### config.mk
export PLATFORM = sky130hd
export DESIGN_NAME = pcx_rle_pixel_decoder_flat
export DESIGN_NICKNAME = d
export VERILOG_FILES = /design/src/pcxd_pkg.sv /design/src/pcxd_ifs.sv /design/src/pcx_rle_pixel_decoder.sv /design/src/pcxd_front.sv /design/src/pcxd_queue.sv /design/src/pcxd_back.sv /design/src/flat_wrapper.sv
export SDC_FILE = /design/constraint.sdc
export NUM_CORES = 1
export LEC_CHECK = 0
export BUFFER_PORTS_ARGS = -buffer_cell sky130_fd_sc_hd__buf_2
export CORE_MARGIN = 8
export CORE_UTILIZATION = 30
export DETAILED_ROUTE_END_ITERATION = 16
export GPL_ROUTABILITY_DRIVEN = 1
export PLACE_DENSITY_LB_ADDON = 0.15
export REMOVE_ABC_BUFFERS = 1
export SLEW_MARGIN = 5
export SYNTH_ARGS = -nofsm -noshare
export SYNTH_HDL_FRONTEND = slang
export SYNTH_SLANG_ARGS = --single-unit
### constraint.sdc
create_clock -name clk -period 8.57 [get_ports clk]
set_clock_uncertainty 0.1 [all_clocks]
set_input_delay 0.4285 -clock clk [delete_from_list [all_inputs] [get_ports clk]]
set_output_delay 0.4285 -clock clk [all_outputs]
set_load 0.005 [all_outputs]
### src/pcxd_pkg.sv
// Shared types and constants for the run-length pixel decoder.
// No dependencies; every other file imports this package.
package pcxd_pkg;

    localparam int DIM_W       = 12;
    localparam int COUNT_W     = 24;
    localparam int RUN_W       = 6;
    localparam int PIX_W       = 8;
    localparam int QUEUE_DEPTH = 2;

    localparam logic [DIM_W-1:0] LINE_WIDTH_RST = DIM_W'(640);
    localparam logic [DIM_W-1:0] LINE_TOTAL_RST = DIM_W'(800);
    localparam logic [COUNT_W-1:0] IMAGE_SIZE_RST = COUNT_W'(640 * 800);

    localparam logic [PIX_W-1:0] RUN_MARK     = 8'hc0;
    localparam logic [PIX_W-1:0] RUN_LEN_MASK = 8'h3f;

    typedef enum logic [2:0] {
        ST_PIXEL    = 3'd0,
        ST_COMPLETE = 3'd1,
        ST_ZERO_RUN = 3'd2,
        ST_NO_VALUE = 3'd3,
        ST_OVERFLOW = 3'd4,
        ST_CROSSES  = 3'd5,
        ST_TOO_FEW  = 3'd6,
        ST_TRAILING = 3'd7
    } status_t;

    typedef enum logic [0:0] {
        REG_LINE_WIDTH = 1'b0,
        REG_LINE_TOTAL = 1'b1
    } reg_idx_t;

    // One unit of work for the back end: count pixels of one value, then an
    // optional status result.
    typedef struct packed {
        logic [RUN_W-1:0] count;
        logic [PIX_W-1:0] value;
        logic             has_status;
        status_t          status;
    } cmd_t;

endpackage

### src/pcxd_ifs.sv
// Channel interfaces: compressed byte input, decoded result output, config writes.
// Depends on pcxd_pkg.
interface pcxd_code_if;
    import pcxd_pkg::*;
    logic             valid;
    logic             ready;
    logic [PIX_W-1:0] data_byte;
    logic             start_of_image;
    logic             last_byte;

    modport source (output valid, data_byte, start_of_image, last_byte, input ready);
    modport sink   (input valid, data_byte, start_of_image, last_byte, output ready);
endinterface

interface pcxd_pixel_if;
    import pcxd_pkg::*;
    logic             valid;
    logic             ready;
    logic [PIX_W-1:0] pixel_value;
    logic [2:0]       status;
    logic             last_of_item;

    modport source (output valid, pixel_value, status, last_of_item, input ready);
    modport sink   (input valid, pixel_value, status, last_of_item, output ready);
endinterface

interface pcxd_cfg_if;
    import pcxd_pkg::*;
    logic             valid;
    logic             ready;
    logic [0:0]       index;
    logic [DIM_W-1:0] data;

    modport source (output valid, index, data, input ready);
    modport sink   (input valid, index, data, output ready);
endinterface

### src/pcx_rle_pixel_decoder.sv
// Run-length pixel decoder for 8-bit paletted image data. A literal byte gives
// one pixel beat; a run token gives none, its value byte one beat per pixel
// (1 to 63), plus a status beat when one follows. The front end takes a byte
// per cycle until the command queue (QUEUE_DEPTH entries, default 2) is full,
// so sustained throughput is one result beat per cycle while the output is
// not stalled, set by the back end's single output register. Input ready
// drops in the cycle after each config write while the image size product
// is recomputed. Errors halt decoding until a byte with start_of_image.
// Depends on pcxd_pkg, pcxd_ifs, pcxd_front, pcxd_queue, pcxd_back.
module pcx_rle_pixel_decoder #(
    parameter int QUEUE_DEPTH = pcxd_pkg::QUEUE_DEPTH
) (
    input  logic         clk,
    input  logic         rst_n,
    pcxd_code_if.sink    code,
    pcxd_pixel_if.source pixel,
    pcxd_cfg_if.sink     cfg
);
    import pcxd_pkg::*;

    logic q_full;
    logic push;
    cmd_t push_cmd;
    logic q_valid;
    cmd_t q_head;
    logic pop;

    pcxd_front u_front (
        .clk      (clk),
        .rst_n    (rst_n),
        .code     (code),
        .cfg      (cfg),
        .q_full   (q_full),
        .push     (push),
        .push_cmd (push_cmd)
    );

    pcxd_queue #(
        .DEPTH (QUEUE_DEPTH)
    ) u_queue (
        .clk      (clk),
        .rst_n    (rst_n),
        .push     (push),
        .push_cmd (push_cmd),
        .full     (q_full),
        .pop      (pop),
        .valid    (q_valid),
        .head     (q_head)
    );

    pcxd_back u_back (
        .clk     (clk),
        .rst_n   (rst_n),
        .q_valid (q_valid),
        .q_head  (q_head),
        .pop     (pop),
        .pixel   (pixel)
    );

endmodule

### src/pcxd_front.sv
// Front end: config registers, byte classification, image position tracking.
// Pushes one command per byte that causes results. Depends on pcxd_pkg, pcxd_ifs.
module pcxd_front (
    input  logic              clk,
    input  logic              rst_n,
    pcxd_code_if.sink         code,
    pcxd_cfg_if.sink          cfg,
    input  logic              q_full,
    output logic              push,
    output pcxd_pkg::cmd_t    push_cmd
);
    import pcxd_pkg::*;

    logic [DIM_W-1:0]   width_reg, width_next;
    logic [DIM_W-1:0]   total_reg, total_next;
    logic [COUNT_W-1:0] size_reg;
    logic               cfg_pend_reg;

    logic               aw_reg, aw_next;
    logic [RUN_W-1:0]   pend_reg, pend_next;
    logic [DIM_W-1:0]   col_reg, col_next;
    logic [COUNT_W-1:0] pe_reg, pe_next;
    logic               halt_reg, halt_next;

    logic               aw_e, halt_e;
    logic [RUN_W-1:0]   pend_e;
    logic [DIM_W-1:0]   col_e;
    logic [COUNT_W-1:0] pe_e;
    logic [RUN_W-1:0]   cnt;
    logic [COUNT_W:0]   pe_sum;
    logic [DIM_W:0]     col_sum;
    logic [RUN_W-1:0]   tok_len;
    logic               is_token;
    logic               accept;
    logic               cfg_accept;

    assign cfg.ready  = 1'b1;
    assign cfg_accept = cfg.valid;
    // Hold input in the cycle after a config write so the image size catches up.
    assign code.ready = !q_full && !cfg_pend_reg;
    assign accept     = code.valid && code.ready;

    always_comb
    begin
        width_next = width_reg;
        total_next = total_reg;
        if (cfg_accept)
        begin
            unique case (reg_idx_t'(cfg.index))
                REG_LINE_WIDTH: width_next = cfg.data;
                REG_LINE_TOTAL: total_next = cfg.data;
            endcase
        end
    end

    // Effective state after an optional start of image.
    assign aw_e   = code.start_of_image ? 1'b0 : aw_reg;
    assign pend_e = code.start_of_image ? '0 : pend_reg;
    assign col_e  = code.start_of_image ? '0 : col_reg;
    assign pe_e   = code.start_of_image ? '0 : pe_reg;
    assign halt_e = code.start_of_image ? 1'b0 : halt_reg;

    assign tok_len  = RUN_W'(code.data_byte & RUN_LEN_MASK);
    assign is_token = (code.data_byte & RUN_MARK) == RUN_MARK;
    assign cnt      = aw_e ? pend_e : RUN_W'(1);
    assign pe_sum   = {1'b0, pe_e} + (COUNT_W+1)'(cnt);
    assign col_sum  = {1'b0, col_e} + (DIM_W+1)'(cnt);

    always_comb
    begin
        logic run_go;
        logic fail_go;
        status_t fail_st;

        run_go  = 1'b0;
        fail_go = 1'b0;
        fail_st = ST_TRAILING;

        aw_next   = aw_e;
        pend_next = pend_e;
        col_next  = col_e;
        pe_next   = pe_e;
        halt_next = halt_e;

        push                = 1'b0;
        push_cmd.count      = cnt;
        push_cmd.value      = code.data_byte;
        push_cmd.has_status = 1'b0;
        push_cmd.status     = ST_PIXEL;

        if (!halt_e)
        begin
            if (aw_e)
            begin
                aw_next   = 1'b0;
                pend_next = '0;
                run_go    = 1'b1;
            end
            else if (pe_e >= size_reg)
            begin
                fail_go = 1'b1;
                fail_st = ST_TRAILING;
            end
            else if (is_token)
            begin
                if (tok_len == '0)
                begin
                    fail_go = 1'b1;
                    fail_st = ST_ZERO_RUN;
                end
                else if (code.last_byte)
                begin
                    fail_go = 1'b1;
                    fail_st = ST_NO_VALUE;
                end
                else
                begin
                    aw_next   = 1'b1;
                    pend_next = tok_len;
                end
            end
            else
            begin
                run_go = 1'b1;
            end
        end

        if (run_go)
        begin
            if (pe_sum > {1'b0, size_reg})
            begin
                fail_go = 1'b1;
                fail_st = ST_OVERFLOW;
            end
            else if (col_sum > {1'b0, width_reg})
            begin
                fail_go = 1'b1;
                fail_st = ST_CROSSES;
            end
            else
            begin
                push     = 1'b1;
                pe_next  = pe_sum[COUNT_W-1:0];
                col_next = (col_sum >= {1'b0, width_reg}) ? '0 : col_sum[DIM_W-1:0];
                if (code.last_byte)
                begin
                    push_cmd.has_status = 1'b1;
                    if (pe_sum[COUNT_W-1:0] == size_reg)
                    begin
                        push_cmd.status = ST_COMPLETE;
                    end
                    else
                    begin
                        push_cmd.status = ST_TOO_FEW;
                        halt_next       = 1'b1;
                    end
                end
            end
        end

        if (fail_go)
        begin
            push                = 1'b1;
            push_cmd.count      = '0;
            push_cmd.value      = '0;
            push_cmd.has_status = 1'b1;
            push_cmd.status     = fail_st;
            halt_next           = 1'b1;
            aw_next             = 1'b0;
            pend_next           = '0;
        end

        if (!accept)
        begin
            push = 1'b0;
        end
    end

    always_ff @(posedge clk or negedge rst_n)
    begin
        if (!rst_n)
        begin
            width_reg    <= LINE_WIDTH_RST;
            total_reg    <= LINE_TOTAL_RST;
            size_reg     <= IMAGE_SIZE_RST;
            cfg_pend_reg <= 1'b0;
            aw_reg       <= 1'b0;
            pend_reg     <= '0;
            col_reg      <= '0;
            pe_reg       <= '0;
            halt_reg     <= 1'b0;
        end
        else
        begin
            width_reg    <= width_next;
            total_reg    <= total_next;
            size_reg     <= {{(COUNT_W-DIM_W){1'b0}}, width_reg}
                          * {{(COUNT_W-DIM_W){1'b0}}, total_reg};
            cfg_pend_reg <= cfg_accept;
            if (accept)
            begin
                aw_reg   <= aw_next;
                pend_reg <= pend_next;
                col_reg  <= col_next;
                pe_reg   <= pe_next;
                halt_reg <= halt_next;
            end
        end
    end

endmodule

### src/pcxd_queue.sv
// Small command FIFO between the front and back ends.
// Depends on pcxd_pkg.
module pcxd_queue #(
    parameter int DEPTH = pcxd_pkg::QUEUE_DEPTH
) (
    input  logic           clk,
    input  logic           rst_n,
    input  logic           push,
    input  pcxd_pkg::cmd_t push_cmd,
    output logic           full,
    input  logic           pop,
    output logic           valid,
    output pcxd_pkg::cmd_t head
);
    import pcxd_pkg::*;

    localparam int IW = (DEPTH > 1) ? $clog2(DEPTH) : 1;
    localparam int CW = $clog2(DEPTH + 1);

    cmd_t            slot_reg [DEPTH];
    logic [IW-1:0]   wr_reg, wr_next;
    logic [IW-1:0]   rd_reg, rd_next;
    logic [CW-1:0]   fill_reg, fill_next;
    logic            do_push, do_pop;

    assign full    = fill_reg == CW'(DEPTH);
    assign valid   = fill_reg != '0;
    assign head    = slot_reg[rd_reg];
    assign do_push = push && !full;
    assign do_pop  = pop && valid;

    always_comb
    begin
        wr_next   = wr_reg;
        rd_next   = rd_reg;
        fill_next = fill_reg;
        if (do_push)
        begin
            wr_next = (wr_reg == IW'(DEPTH - 1)) ? '0 : wr_reg + IW'(1);
        end
        if (do_pop)
        begin
            rd_next = (rd_reg == IW'(DEPTH - 1)) ? '0 : rd_reg + IW'(1);
        end
        if (do_push && !do_pop)
        begin
            fill_next = fill_reg + CW'(1);
        end
        else if (do_pop && !do_push)
        begin
            fill_next = fill_reg - CW'(1);
        end
    end

    always_ff @(posedge clk)
    begin
        if (do_push)
        begin
            slot_reg[wr_reg] <= push_cmd;
        end
    end

    always_ff @(posedge clk or negedge rst_n)
    begin
        if (!rst_n)
        begin
            wr_reg   <= '0;
            rd_reg   <= '0;
            fill_reg <= '0;
        end
        else
        begin
            wr_reg   <= wr_next;
            rd_reg   <= rd_next;
            fill_reg <= fill_next;
        end
    end

endmodule

### src/pcxd_back.sv
// Back end: expands commands into pixel beats and an optional trailing status
// beat, through a registered output. Depends on pcxd_pkg, pcxd_ifs.
module pcxd_back (
    input  logic           clk,
    input  logic           rst_n,
    input  logic           q_valid,
    input  pcxd_pkg::cmd_t q_head,
    output logic           pop,
    pcxd_pixel_if.source   pixel
);
    import pcxd_pkg::*;

    logic [RUN_W-1:0] sent_reg, sent_next;
    logic             out_valid_reg;
    logic [PIX_W-1:0] pix_reg;
    logic [2:0]       st_reg;
    logic             last_reg;

    logic             load;
    logic             in_pixels;
    logic             final_beat;
    logic [PIX_W-1:0] pix_next;
    logic [2:0]       st_next;
    logic             last_next;

    assign load      = q_valid && (!out_valid_reg || pixel.ready);
    assign in_pixels = sent_reg < q_head.count;

    always_comb
    begin
        if (in_pixels)
        begin
            pix_next   = q_head.value;
            st_next    = ST_PIXEL;
            final_beat = (sent_reg == q_head.count - RUN_W'(1)) && !q_head.has_status;
            last_next  = final_beat;
        end
        else
        begin
            pix_next   = '0;
            st_next    = q_head.status;
            final_beat = 1'b1;
            last_next  = 1'b1;
        end
        pop = load && final_beat;
        if (pop)
        begin
            sent_next = '0;
        end
        else if (load)
        begin
            sent_next = sent_reg + RUN_W'(1);
        end
        else
        begin
            sent_next = sent_reg;
        end
    end

    always_ff @(posedge clk or negedge rst_n)
    begin
        if (!rst_n)
        begin
            sent_reg      <= '0;
            out_valid_reg <= 1'b0;
        end
        else
        begin
            sent_reg <= sent_next;
            if (load)
            begin
                out_valid_reg <= 1'b1;
            end
            else if (pixel.ready)
            begin
                out_valid_reg <= 1'b0;
            end
        end
    end

    always_ff @(posedge clk)
    begin
        if (load)
        begin
            pix_reg  <= pix_next;
            st_reg   <= st_next;
            last_reg <= last_next;
        end
    end

    assign pixel.valid        = out_valid_reg;
    assign pixel.pixel_value  = pix_reg;
    assign pixel.status       = st_reg;
    assign pixel.last_of_item = last_reg;

endmodule

### src/flat_wrapper.sv
// flat-port wrapper written by rule: the top's interface ports become plain ports
module pcx_rle_pixel_decoder_flat import pcxd_pkg::*;
#(
    parameter int QUEUE_DEPTH = pcxd_pkg::QUEUE_DEPTH
)
  (clk, rst_n, code_valid, code_data_byte, code_start_of_image, code_last_byte, code_ready, pixel_valid, pixel_pixel_value, pixel_status, pixel_last_of_item, pixel_ready, cfg_valid, cfg_index, cfg_data, cfg_ready);
  pcxd_code_if code_i ();
  pcxd_pixel_if pixel_i ();
  pcxd_cfg_if cfg_i ();
  input  logic clk;
  input  logic rst_n;
  input wire logic [$bits(code_i.valid)-1:0] code_valid;
  input wire logic [$bits(code_i.data_byte)-1:0] code_data_byte;
  input wire logic [$bits(code_i.start_of_image)-1:0] code_start_of_image;
  input wire logic [$bits(code_i.last_byte)-1:0] code_last_byte;
  output wire logic [$bits(code_i.ready)-1:0] code_ready;
  output wire logic [$bits(pixel_i.valid)-1:0] pixel_valid;
  output wire logic [$bits(pixel_i.pixel_value)-1:0] pixel_pixel_value;
  output wire logic [$bits(pixel_i.status)-1:0] pixel_status;
  output wire logic [$bits(pixel_i.last_of_item)-1:0] pixel_last_of_item;
  input wire logic [$bits(pixel_i.ready)-1:0] pixel_ready;
  input wire logic [$bits(cfg_i.valid)-1:0] cfg_valid;
  input wire logic [$bits(cfg_i.index)-1:0] cfg_index;
  input wire logic [$bits(cfg_i.data)-1:0] cfg_data;
  output wire logic [$bits(cfg_i.ready)-1:0] cfg_ready;
  assign code_i.valid = code_valid;
  assign code_i.data_byte = code_data_byte;
  assign code_i.start_of_image = code_start_of_image;
  assign code_i.last_byte = code_last_byte;
  assign code_ready = code_i.ready;
  assign pixel_valid = pixel_i.valid;
  assign pixel_pixel_value = pixel_i.pixel_value;
  assign pixel_status = pixel_i.status;
  assign pixel_last_of_item = pixel_i.last_of_item;
  assign pixel_i.ready = pixel_ready;
  assign cfg_i.valid = cfg_valid;
  assign cfg_i.index = cfg_index;
  assign cfg_i.data = cfg_data;
  assign cfg_ready = cfg_i.ready;
  pcx_rle_pixel_decoder #(.QUEUE_DEPTH(QUEUE_DEPTH)) u_core (.clk(clk), .rst_n(rst_n), .code(code_i), .pixel(pixel_i), .cfg(cfg_i));
endmodule
* Yosys cells after proc, flatten, opt, wreduce, memory -nomap -nowiden
Memories as Yosys holds them, arrays and structs flattened.
Index checks and enable logic that the tools add are counted.
** Cells by class
- $add $sub $neg :: 8
- Bitwise gates (word level) :: 1
- $lt $le $gt $ge :: 5
- $mul :: 1
- Reductions and logical operators :: 23
- Equality and inequality tests :: 4
- Muxes and demuxes :: 77
** Operator list (count)
- two-way mux 24 bit :: 4
- two-way mux 6 bit :: 11
- two-way mux 12 bit :: 5
- two-way mux 1 bit :: 40
- two-way mux 3 bit :: 10
- adder 24 x 6 -> 25 bit :: 1
- > comparator 25 x 24 -> 1 bit :: 1
- equality test 24 bit :: 1
- >= comparator 24 bit :: 1
- multiplier 12 x 12 -> 24 bit :: 1
- two-way mux 18 bit :: 1
- two-way mux 4 bit :: 4
- adder 12 x 6 -> 13 bit :: 1
- >= comparator 13 x 12 -> 1 bit :: 1
- > comparator 13 x 12 -> 1 bit :: 1
- logical AND 1 bit :: 9
- nonzero test 2 bit :: 4
- adder 6 x 1 -> 6 bit, second input constant :: 1
- equality test 6 bit :: 1
- logical NOT 1 bit :: 6
- logical NOT 6 bit :: 1
- < comparator 6 bit :: 1
- subtractor 6 x 1 -> 6 bit, second input constant :: 1
- equality test 2 bit, second input constant :: 2
- other kinds (7) :: 10
** Storage, ports and cells
- RAM bits :: 36
- Memories kept :: 1
- Flip-flop bits (word level) :: 116
- Word-level logic and storage cells :: 137
- Output and inout port bits :: 15
- Input bits :: 28
** Memories
- u_core.u_queue.slot_reg :: words 2, width 18, rd ports 1, clocked after Yosys merged registers in 0, write ports 1, RTL line pcxd_queue.sv:20 : cmd_t slot_reg [DEPTH];

* Longest topological paths before layout
Gate-level depths: netlist of the first run.
- Depth in word-level cells :: 16
- Depth in mapped cells :: 24

* Cells and area by module
Synthesis of the first run repeated with hierarchy kept, for this count alone.
** Unflattened totals
- Cell total of the unflattened synthesis :: 1542
- Area, all modules :: 14381.3 um2
** By module, submodules not included
- pcxd_front :: times used 1, cells each 1359, area an instance 11700.0 um2
- pcxd_queue :: times used 1, cells each 75, area an instance 1549.0 um2
- pcxd_back :: times used 1, cells each 108, area an instance 1132.3 um2

* Worst setup path before layout of the first run
No wires, ideal clock.
- Kind :: input to register
- From :: input code_start_of_image
- To :: register u_core.u_front.pe_reg[6]
- Library setup time :: 0.122 ns
- Setup slack :: 2.586 ns
- Data arrival time :: 5.762 ns
- Data required time :: 8.348 ns
- Cell stages on the path :: 23
- Path through :: clkbuf_1 -> clkbuf_1 -> buf_1 -> buf_1 -> clkbuf_1 -> nor2b_1 -> ha_1 -> nand2b_1 -> a2111oi_0 -> o21ai_1 -> or2_2 -> clkbuf_1 -> nor3_1 -> xor2_1 -> ha_1 -> a21oi_1 -> o221ai_1 -> a31o_2 -> a211oi_1 -> a21oi_1 -> or3_4 -> or4_1 -> a32o_1
** On the way
- Cells in the longest elaborated chain, start to end :: 7
- Elaborated cells between the ends (all ways) :: 17
- Classes of those cells :: add/sub: 2; order compare: 3; mux: 12
** RTL lines
- start: declaration :: RTL line flat_wrapper.sv:14 : input wire logic [$bits(code_i.start_of_image)-1:0] code_start_of_image;
- parallel branches: the longest is 6 deep, another holds adder 24 x 6 -> 25 bit
- two-way mux 24 bit (*) :: RTL line pcxd_front.sv:128 : if (run_go)
- end signal: assignment :: RTL line pcxd_front.sv:205 : pe_reg <= pe_next;
- end: declaration :: RTL line pcxd_front.sv:22 : logic [COUNT_W-1:0] pe_reg, pe_next;
Every way passes the cells marked *.
A chain may end at the register's enable or synchronous reset.

* Worst setup path after layout of the first run
- From :: register u_core.u_front.aw_reg
- To :: register u_core.u_front.pe_reg[2]
** On the way
- Cells in the longest elaborated chain, start to end :: 7
- Elaborated cells between the ends (all ways) :: 11
- Classes of those cells :: add/sub: 2; order compare: 2; mux: 7
** RTL lines
- start: declaration :: RTL line pcxd_front.sv:19 : logic aw_reg, aw_next;
- start signal: assignment :: RTL line pcxd_front.sv:202 : aw_reg <= aw_next;
- two-way mux 1 bit (*) :: RTL line pcxd_front.sv:57 : assign aw_e = code.start_of_image ? 1'b0 : aw_reg;
- parallel branches: the longest is 5 deep, another holds adder 24 x 6 -> 25 bit
- two-way mux 24 bit (*) :: RTL line pcxd_front.sv:128
Marked as above.

==> results of run 1 <==
[through the flow]
step	std cells	power (mW)	hold WS (ns)	util	worst slack, ns
global placement	2017	4.46	0.363	0.320	1.66
floorplan	1366	3.49	0.0329	-	2.85
CTS	2050	5.22	0.0289	0.332	1.69
finish	2050	5.11	0.0648	0.332	1.64
detailed placement	2017	4.45	0.366	0.320	1.46
global route	2050	5.65	0.0450	0.332	1.13
[per-layer routing]
layer / wire (um) / global-route usage / part of all wire
met4: 667 / 0.0458 / 0.019
met3: 1210 / 0.0237 / 0.034
met2: 17100 / 0.230 / 0.48
met1: 16600 / 0.183 / 0.47
met5: 0 / 0 / 0
[final timing paths]
kind,start,to,cells after the start
min in group asynchronous,rst_n,u_core.u_front.pe_reg[13],2
setup / recovery,u_core.u_front.aw_reg,u_core.u_front.pe_reg[2],20
hold reg to reg,u_core.u_back.pixel.valid,u_core.u_back.pixel.valid,2
setup reg to reg,u_core.u_front.aw_reg,u_core.u_front.pe_reg[2],20
hold / removal,cfg_valid,u_core.u_front.cfg_pend_reg,1
max in group asynchronous,rst_n,u_core.u_front.width_reg[8],3
[Yosys cell counts, drive strengths merged (8+ instances only)]
library cell / n / area [sq um]
a22oi: 9 / 67.6
xnor2: 44 / 385
mux2i: 26 / 260
a32o: 13 / 130
a31oi: 8 / 50.1
nand2: 154 / 578
dfstp: 11 / 289
clkbuf: 48 / 180
nor2: 70 / 263
o21a: 9 / 67.6
and3: 15 / 93.8
nor4: 8 / 50.1
nor2b: 37 / 231
a21oi: 51 / 255
mux2: 19 / 214
o21bai: 9 / 67.6
nand2b: 15 / 101
dfrtp: 93 / 2330
buf: 11 / 53.8
inv: 179 / 672
nand4: 16 / 100
nor3: 16 / 96.4
a21o: 18 / 135
ha: 139 / 1740
xor2: 19 / 166
and2: 68 / 425
fa: 102 / 2040
edfxtp: 48 / 1440
nand3: 36 / 185
o21ai: 51 / 259
[where the power goes]
group	total (mW)	internal (mW)	switching [mW]
combinational	3.26	1.40	1.86
sequential	1.13	0.986	0.145
clock	0.719	0.375	0.344
[layout make-up]
cell class                      count  area share
Tap cell                          600      0.0502
Multi-Input combinational cell   1035       0.578
Timing Repair Buffer               52      0.0196
Clock buffer                       17      0.0284
Clock inverter                     15     0.00761
Inverter                          179      0.0449
Sequential cell                   152       0.271
[layout by cell type, fill, tap and decap left out, drive strengths merged, types with 7 or more instances in the layout]
| cell type | instances |
|---|---|
| a31oi | 8 |
| or2 | 7 |
| fa | 102 |
| clkbuf | 17 |
| a32o | 13 |
| nor2b | 37 |
| o21ai | 51 |
| nand3 | 36 |
| nand2 | 154 |
| a21o | 18 |
| dfrtp | 93 |
| xor2 | 19 |
| edfxtp | 48 |
| nor4 | 8 |
| and3 | 15 |
| nand2b | 15 |
| buf | 51 |
| nand4 | 16 |
| mux2i | 26 |
| nor2 | 70 |
| nor3 | 16 |
| o21bai | 9 |
| and2 | 68 |
| ha | 139 |
| a22oi | 9 |
| a211oi | 7 |
| a21oi | 51 |
| inv | 186 |
| dfstp | 11 |
| o21a | 9 |
| mux2 | 19 |
| xnor2 | 44 |
[worst max-delay path, cell delays in order, from the launching register on]
cell      delay, ns
dfrtp_1        0.64
and2b_1        0.42
nand2_1        0.19
inv_1          0.16
fa_1           0.23
a31oi_1        0.05
or4_1          0.54
a31oi_1        0.55
nand3_1        0.31
nor2_1         0.19
xnor2_1        0.13
nor2_1         0.08
ha_1           0.32
a21oi_1        0.14
o221ai_1       0.13
a31o_2         0.27
a211oi_1       0.23
a21oi_1        0.23
nor3_4         0.57
nand3_2        0.78
mux2_2         0.53
[logic make-up after synthesis]
group,share of synthesized area
and+or+nand+nor,0.174
buffers and inverters,0.0666
adders and majority gates,0.278
DFF,0.298
other,0.000276
xor gates and xnor gates,0.0406
AOI/OAI and AO/OA,0.107
muxes,0.0349
==> metrics.txt, run 1 <==
# TYPE chip_impl_metric gauge
chip_impl_metric{name="power.density",unit="nW/um^2"} 342
chip_impl_metric{name="tightest_slew",unit="ns"} 0.922
chip_impl_metric{name="yosysSeqAreaShare",unit=""} 0.298
chip_impl_info{name="timing.critical_path.to_type",value="register"} 1
chip_impl_metric{name="die_x",unit="um"} 229
chip_impl_metric{name="timing_max_transition_violations_final",unit=""} 0
chip_impl_metric{name="first_global_vias",unit=""} 10301
chip_impl_metric{name="total_global_route_track_usage",unit=""} 0.139
chip_impl_metric{name="floorplan.rows",unit=""} 78
chip_impl_metric{name="synthToLayoutAreaGrowth",unit="%"} 9.96
chip_impl_metric{name="post-cts-setup-buffer-count",unit=""} 0
chip_impl_metric{name="synth_edf_count",unit=""} 48
chip_impl_metric{name="p_leak",unit="nW"} 7.13
chip_impl_metric{name="wire_per_inst",unit="um"} 17.4
chip_impl_metric{name="timing.final.hold_violations",unit=""} 0
chip_impl_metric{name="worst_skew_pair.late_latency",unit="ns"} 0.46
chip_impl_metric{name="asyncSetResetFlopFracSynth",unit=""} 0.684
chip_impl_metric{name="timing.critical_path.required",unit="ns"} 8.80
chip_impl_metric{name="hold_buffers",unit=""} 1
chip_impl_metric{name="drt-pass1-iter-count",unit=""} 5
chip_impl_metric{name="reported_max_cap_violation_count",unit=""} 0
chip_impl_metric{name="wirelength",unit="um"} 35600
chip_impl_metric{name="design.final.nets",unit=""} 1706
chip_impl_metric{name="antenna_cells_inserted",unit=""} 0
chip_impl_info{name="critical_setup_path_class",value="reg -> reg"} 1
chip_impl_metric{name="max-slew-margin-rel",unit=""} 0.386
chip_impl_metric{name="numPortBuffers",unit=""} 41
chip_impl_info{name="min_path_type",value="in -> reg"} 1
chip_impl_metric{name="cts.path.max_buffers",unit=""} 2
chip_impl_info{name="tritoncts",value="yes"} 1
chip_impl_metric{name="route.detailed.drc",unit=""} 0
chip_impl_metric{name="multi_input_gate_area_in_the_final_layout",unit="sq um"} 8640
chip_impl_metric{name="grt_antenna_before_repair",unit=""} 0
chip_impl_metric{name="layout-drive-gt1-share",unit=""} 0.0897
chip_impl_metric{name="cts.clk_slew.worst_paths",unit="ns"} 0.07
chip_impl_metric{name="worst-endpoint-arrival",unit="ns"} 7.16
chip_impl_metric{name="tns",unit="ns"} 0
chip_impl_metric{name="post-dp-hpwl",unit="um"} 27700
chip_impl_metric{name="fmax",unit="MHz"} 144
chip_impl_metric{name="mappedNetlistArea",unit="sq um"} 13600
chip_impl_metric{name="grt_overflow_total",unit=""} 0
chip_impl_metric{name="routed-via-count",unit=""} 10008
chip_impl_metric{name="die_y",unit="um"} 229
chip_impl_metric{name="routability_congestion_estimate_from_global_placement",unit=""} 0.808
chip_impl_metric{name="via_per_inst",unit=""} 4.88
chip_impl_metric{name="synth_seq_cells",unit=""} 152
chip_impl_metric{name="post_cts.resized_instances",unit=""} 0
chip_impl_info{name="postSynth.topFlopCell",value="dfrtp_1"} 1
chip_impl_metric{name="detailed_place.area",unit="sq um"} 14400
chip_impl_metric{name="wire_length_of_the_first_global_routing_pass",unit="um"} 57700
chip_impl_metric{name="max-vdd-ir-drop",unit="mV"} 0.365
chip_impl_info{name="unrepaired_setup_endpoints_after_global_routing",value="no"} 1
chip_impl_metric{name="initial_standard_cell_utilization_of_the_core",unit=""} 0.302
chip_impl_metric{name="core_region_area",unit="sq um"} 45100
chip_impl_metric{name="synthDistinctLibCells",unit=""} 73
chip_impl_metric{name="report.final.setup_viol",unit=""} 0
chip_impl_metric{name="critical_path.max_fanout",unit=""} 25
chip_impl_metric{name="timing.final.crit_period",unit="ns"} 6.93
chip_impl_metric{name="tritoncts_buffers",unit=""} 17
chip_impl_info{name="outcome",value="complete, no violations"} 1
chip_impl_metric{name="ioPinCount",unit=""} 43
chip_impl_metric{name="final.period_utilization",unit=""} 0.809
chip_impl_metric{name="number_of_clock_sinks",unit=""} 152
chip_impl_info{name="cts_root_cell",value="clkbuf_16"} 1
chip_impl_metric{name="layout.area.seq",unit="sq um"} 4060
chip_impl_metric{name="layout.filler_cells",unit=""} 4711
chip_impl_metric{name="pin_count_of_the_biggest_net_entering_global_routing",unit=""} 68
chip_impl_metric{name="synth.yosys.warnings",unit=""} 0
chip_impl_metric{name="first_iter_violations",unit=""} 582
chip_impl_info{name="setup.worst_path.start_class",value="register"} 1
chip_impl_metric{name="die_area",unit="sq um"} 52400
chip_impl_metric{name="final_cell_area",unit="sq um"} 15000
chip_impl_metric{name="postRouteAntennaNets",unit=""} 0
chip_impl_metric{name="syn_area_per_cell",unit="sq um"} 9.54
chip_impl_metric{name="flip_flop_count_of_the_largest_register_after_layout",unit=""} 36
chip_impl_metric{name="timing.reg2reg.setup_slack",unit="ns"} 1.64
chip_impl_metric{name="htree_levels",unit=""} 4
chip_impl_metric{name="synthesis.instances",unit=""} 1425
(Power assumes the default switching activity.)
==> run 2, diff against run 1 <==
- clock period: 8.57 -> 7.2 ns (I/O delays scaled with it)
==> run 2 against run 1 <==
Compared with the run above:
- non-clock buffer count up 9
- utilization up 0.30 points
- combinational power up 19%
- flip-flop and latch count unchanged
- critical path depth down 2
- sequential share of layout area down 0.25 points
- hold slack worse by 0.032 ns
- register-to-register slack worse by 0.81 ns
- worst setup slack worse by 0.81 ns
- first-iteration DRC count up 2.7%
- critical path type unchanged
- largest power group unchanged
==> metrics.txt, run 2 (same netlist as run 1, synthesis figures left out) <==
# TYPE chip_impl_metric gauge
chip_impl_metric{name="post-dp-hpwl",unit="um"} 28600
chip_impl_metric{name="worstPathBufferInverterCount",unit=""} 3
chip_impl_metric{name="critical_path.max_fanout",unit=""} 13
chip_impl_metric{name="power.density",unit="nW/um^2"} 407
chip_impl_metric{name="reported_max_cap_violation_count",unit=""} 0
chip_impl_metric{name="fmax",unit="MHz"} 157
chip_impl_metric{name="cts.clk_slew.worst_paths",unit="ns"} 0.07
chip_impl_metric{name="max-slew-margin-rel",unit=""} 0.186
chip_impl_metric{name="number_of_clock_sinks",unit=""} 152
chip_impl_metric{name="first_global_vias",unit=""} 10669
chip_impl_metric{name="wire_per_inst",unit="um"} 17.6
chip_impl_info{name="leading_cell_types_in_the_layout_fill_and_taps_excluded",value="inv_1, nand2_1, ha_1, fa_1, dfrtp_1"} 1
chip_impl_metric{name="antenna_cells_inserted",unit=""} 0
chip_impl_metric{name="tns",unit="ns"} 0
chip_impl_info{name="reg2reg_to",value="u_core.u_front.size_reg[23]"} 1
chip_impl_info{name="tritoncts",value="yes"} 1
chip_impl_metric{name="layout.filler_cells",unit=""} 4686
chip_impl_metric{name="total_global_route_track_usage",unit=""} 0.142
chip_impl_metric{name="hold_buffers",unit=""} 2
chip_impl_info{name="cp_top_family",value="adder cells"} 1
chip_impl_metric{name="grt_overflow_total",unit=""} 0
chip_impl_metric{name="wirelength",unit="um"} 36200
chip_impl_metric{name="drt-pass1-iter-count",unit=""} 5
chip_impl_metric{name="crit_cells",unit=""} 18
chip_impl_metric{name="initial_standard_cell_utilization_of_the_core",unit=""} 0.302
chip_impl_metric{name="cts.path.max_buffers",unit=""} 2
chip_impl_metric{name="via_per_inst",unit=""} 4.86
chip_impl_metric{name="final.period_utilization",unit=""} 0.885
chip_impl_metric{name="timing_max_transition_violations_final",unit=""} 0
chip_impl_info{name="worst_path_most_repeated_cell",value="fa_1"} 1
chip_impl_metric{name="routed-via-count",unit=""} 10001
chip_impl_metric{name="die_x",unit="um"} 229
chip_impl_info{name="regToRegStartpoint",value="u_core.u_front.total_reg[11]"} 1
chip_impl_metric{name="crit_path_max_incr_delay",unit="ns"} 0.65
chip_impl_metric{name="design.final.nets",unit=""} 1715
chip_impl_metric{name="report.final.setup_viol",unit=""} 0
chip_impl_metric{name="die_area",unit="sq um"} 52400
chip_impl_metric{name="layout-drive-gt1-share",unit=""} 0.0953
chip_impl_info{name="ordered_cell_list_for_the_critical_path",value="nand2_1, fa_1, fa_1, inv_1, fa_1, inv_1, fa_1, inv_1, fa_1, ha_1, and2_1, or4_1, a21o_1, a32o_1, o41ai_1, o2111ai_1, a21oi_1, xnor2_1"} 1
chip_impl_metric{name="htree_levels",unit=""} 4
chip_impl_metric{name="wire_length_of_the_first_global_routing_pass",unit="um"} 59000
chip_impl_metric{name="p_leak",unit="nW"} 7.20
chip_impl_metric{name="flip_flop_count_of_the_largest_register_after_layout",unit=""} 36
chip_impl_metric{name="first_iter_violations",unit=""} 598
chip_impl_metric{name="post-cts-setup-buffer-count",unit=""} 0
chip_impl_info{name="min_path_type",value="in -> reg"} 1
chip_impl_metric{name="fin_util",unit=""} 0.335
chip_impl_metric{name="timing.final.crit_period",unit="ns"} 6.37
chip_impl_info{name="final_common_cell",value="inv_1"} 1
chip_impl_info{name="setup.worst_path.start_class",value="register"} 1
chip_impl_metric{name="tightest_slew",unit="ns"} 1.22
chip_impl_metric{name="tritoncts_buffers",unit=""} 17
chip_impl_metric{name="die_y",unit="um"} 229
chip_impl_metric{name="postRouteAntennaNets",unit=""} 0
chip_impl_metric{name="route.detailed.drc",unit=""} 0
chip_impl_metric{name="post_cts.resized_instances",unit=""} 0
chip_impl_info{name="cts_root_cell",value="clkbuf_16"} 1
chip_impl_metric{name="floorplan.rows",unit=""} 78
chip_impl_metric{name="worst_skew_pair.late_latency",unit="ns"} 0.45
chip_impl_metric{name="synthToLayoutAreaGrowth",unit="%"} 11.0
chip_impl_metric{name="grt_antenna_before_repair",unit=""} 0
chip_impl_info{name="critical_path.endpoint",value="u_core.u_front.size_reg[23]"} 1
chip_impl_metric{name="numPortBuffers",unit=""} 41
chip_impl_info{name="crit_start",value="u_core.u_front.total_reg[11]"} 1
chip_impl_info{name="timing.critical_path.to_type",value="register"} 1
chip_impl_metric{name="max-vdd-ir-drop",unit="mV"} 0.389
chip_impl_metric{name="worst-endpoint-arrival",unit="ns"} 6.64
chip_impl_info{name="critical_setup_path_class",value="reg -> reg"} 1
chip_impl_info{name="crit_slowest_cell",value="o41ai_1"} 1
chip_impl_info{name="unrepaired_setup_endpoints_after_global_routing",value="no"} 1
chip_impl_metric{name="pin_count_of_the_biggest_net_entering_global_routing",unit=""} 61
chip_impl_metric{name="routability_congestion_estimate_from_global_placement",unit=""} 0.813
chip_impl_metric{name="timing.reg2reg.setup_slack",unit="ns"} 0.83
chip_impl_metric{name="worst-r2r-cell-count",unit=""} 18
chip_impl_info{name="outcome",value="complete, no violations"} 1
chip_impl_metric{name="ioPinCount",unit=""} 43
chip_impl_metric{name="core_region_area",unit="sq um"} 45100
chip_impl_metric{name="timing.critical_path.required",unit="ns"} 7.47
chip_impl_metric{name="timing.final.hold_violations",unit=""} 0
## run 2: cell count changes in the layout (fill, tap and decap cells not counted)
cell | before | now
dlygate4sd3_1 | 1 | 2
clkinv_4 | 2 | 3
inv_6 | 6 | 3
inv_8 | 1 | 5
bufinv_16 | 0 | 2
clkinv_1 | 2 | 1
clkinv_2 | 2 | 0
clkinvlp_4 | 2 | 1
buf_4 | 11 | 19
## run 2: cell type report
| type | count | area, sq um | share of cell area |
|---|---|---|---|
| clock buffer | 17 | 425 | 0.0282 |
| tap | 600 | 751 | 0.0497 |
| timing repair buffer | 61 | 363 | 0.0240 |
| inverter | 179 | 672 | 0.0445 |
| sequential | 152 | 4060 | 0.269 |
| multi-input combinational | 1035 | 8640 | 0.573 |
| clock inverter | 15 | 180 | 0.0119 |
## run 2: report_power, final
group / leakage [nW] / switching (mW) / total [mW] / internal (mW)
clock: 0.296 / 0.414 / 0.939 / 0.525
combinational: 5.14 / 2.20 / 3.88 / 1.68
sequential: 1.76 / 0.154 / 1.33 / 1.17
## run 2: layer usage
layer | vias to the layer above | track usage | part of all wire
li1 | 4840 | - | -
met1 | 4920 | 0.179 | 0.46
met2 | 202 | 0.245 | 0.49
met3 | 39 | 0.0246 | 0.033
met4 | 0 | 0.0395 | 0.016
met5 | - | 0 | 0
## run 2: worst min path at each step
stage / start / end / slack [ns] / cells after the start
after floorplan: rst_n / u_core.u_back.pixel.valid / -0.04 / 0
after global placement: rst_n / u_core.u_front.pe_reg[12] / 0.36 / 1
after detailed placement: rst_n / u_core.u_back.pixel.valid / 0.36 / 1
after CTS: cfg_data[4] / u_core.u_front.width_reg[4] / 0.004 / 3
after global routing: cfg_data[6] / u_core.u_front.width_reg[6] / 0.03 / 3
final: cfg_data[6] / u_core.u_front.width_reg[6] / 0.03 / 3
## run 2: worst reg2reg max path, cell delays in order, from the launching register on
cell       delay, ns
dfrtp_1         0.59
nand2_1         0.15
fa_1            0.54
fa_1            0.58
inv_1           0.06
fa_1            0.55
inv_1           0.06
fa_1            0.52
inv_1           0.05
fa_1            0.48
ha_1            0.35
and2_1          0.16
or4_1           0.44
a21o_1          0.19
a32o_1          0.25
o41ai_1         0.65
o2111ai_1       0.22
a21oi_1         0.21
xnor2_1         0.13
## run 2: metrics by stage
stage	power [mW]	area (sq um)	setup WS, ns	cells	hold WS (ns)
after floorplan	4.15	13400	1.48	1366	-0.0356
after global placement	5.26	14500	0.894	2025	0.359
after detailed placement	5.28	14500	0.798	2025	0.360
after CTS	6.27	15100	0.868	2059	0.00406
after global routing	6.80	15100	0.406	2059	0.0266
final	6.15	15100	0.828	2059	0.0328
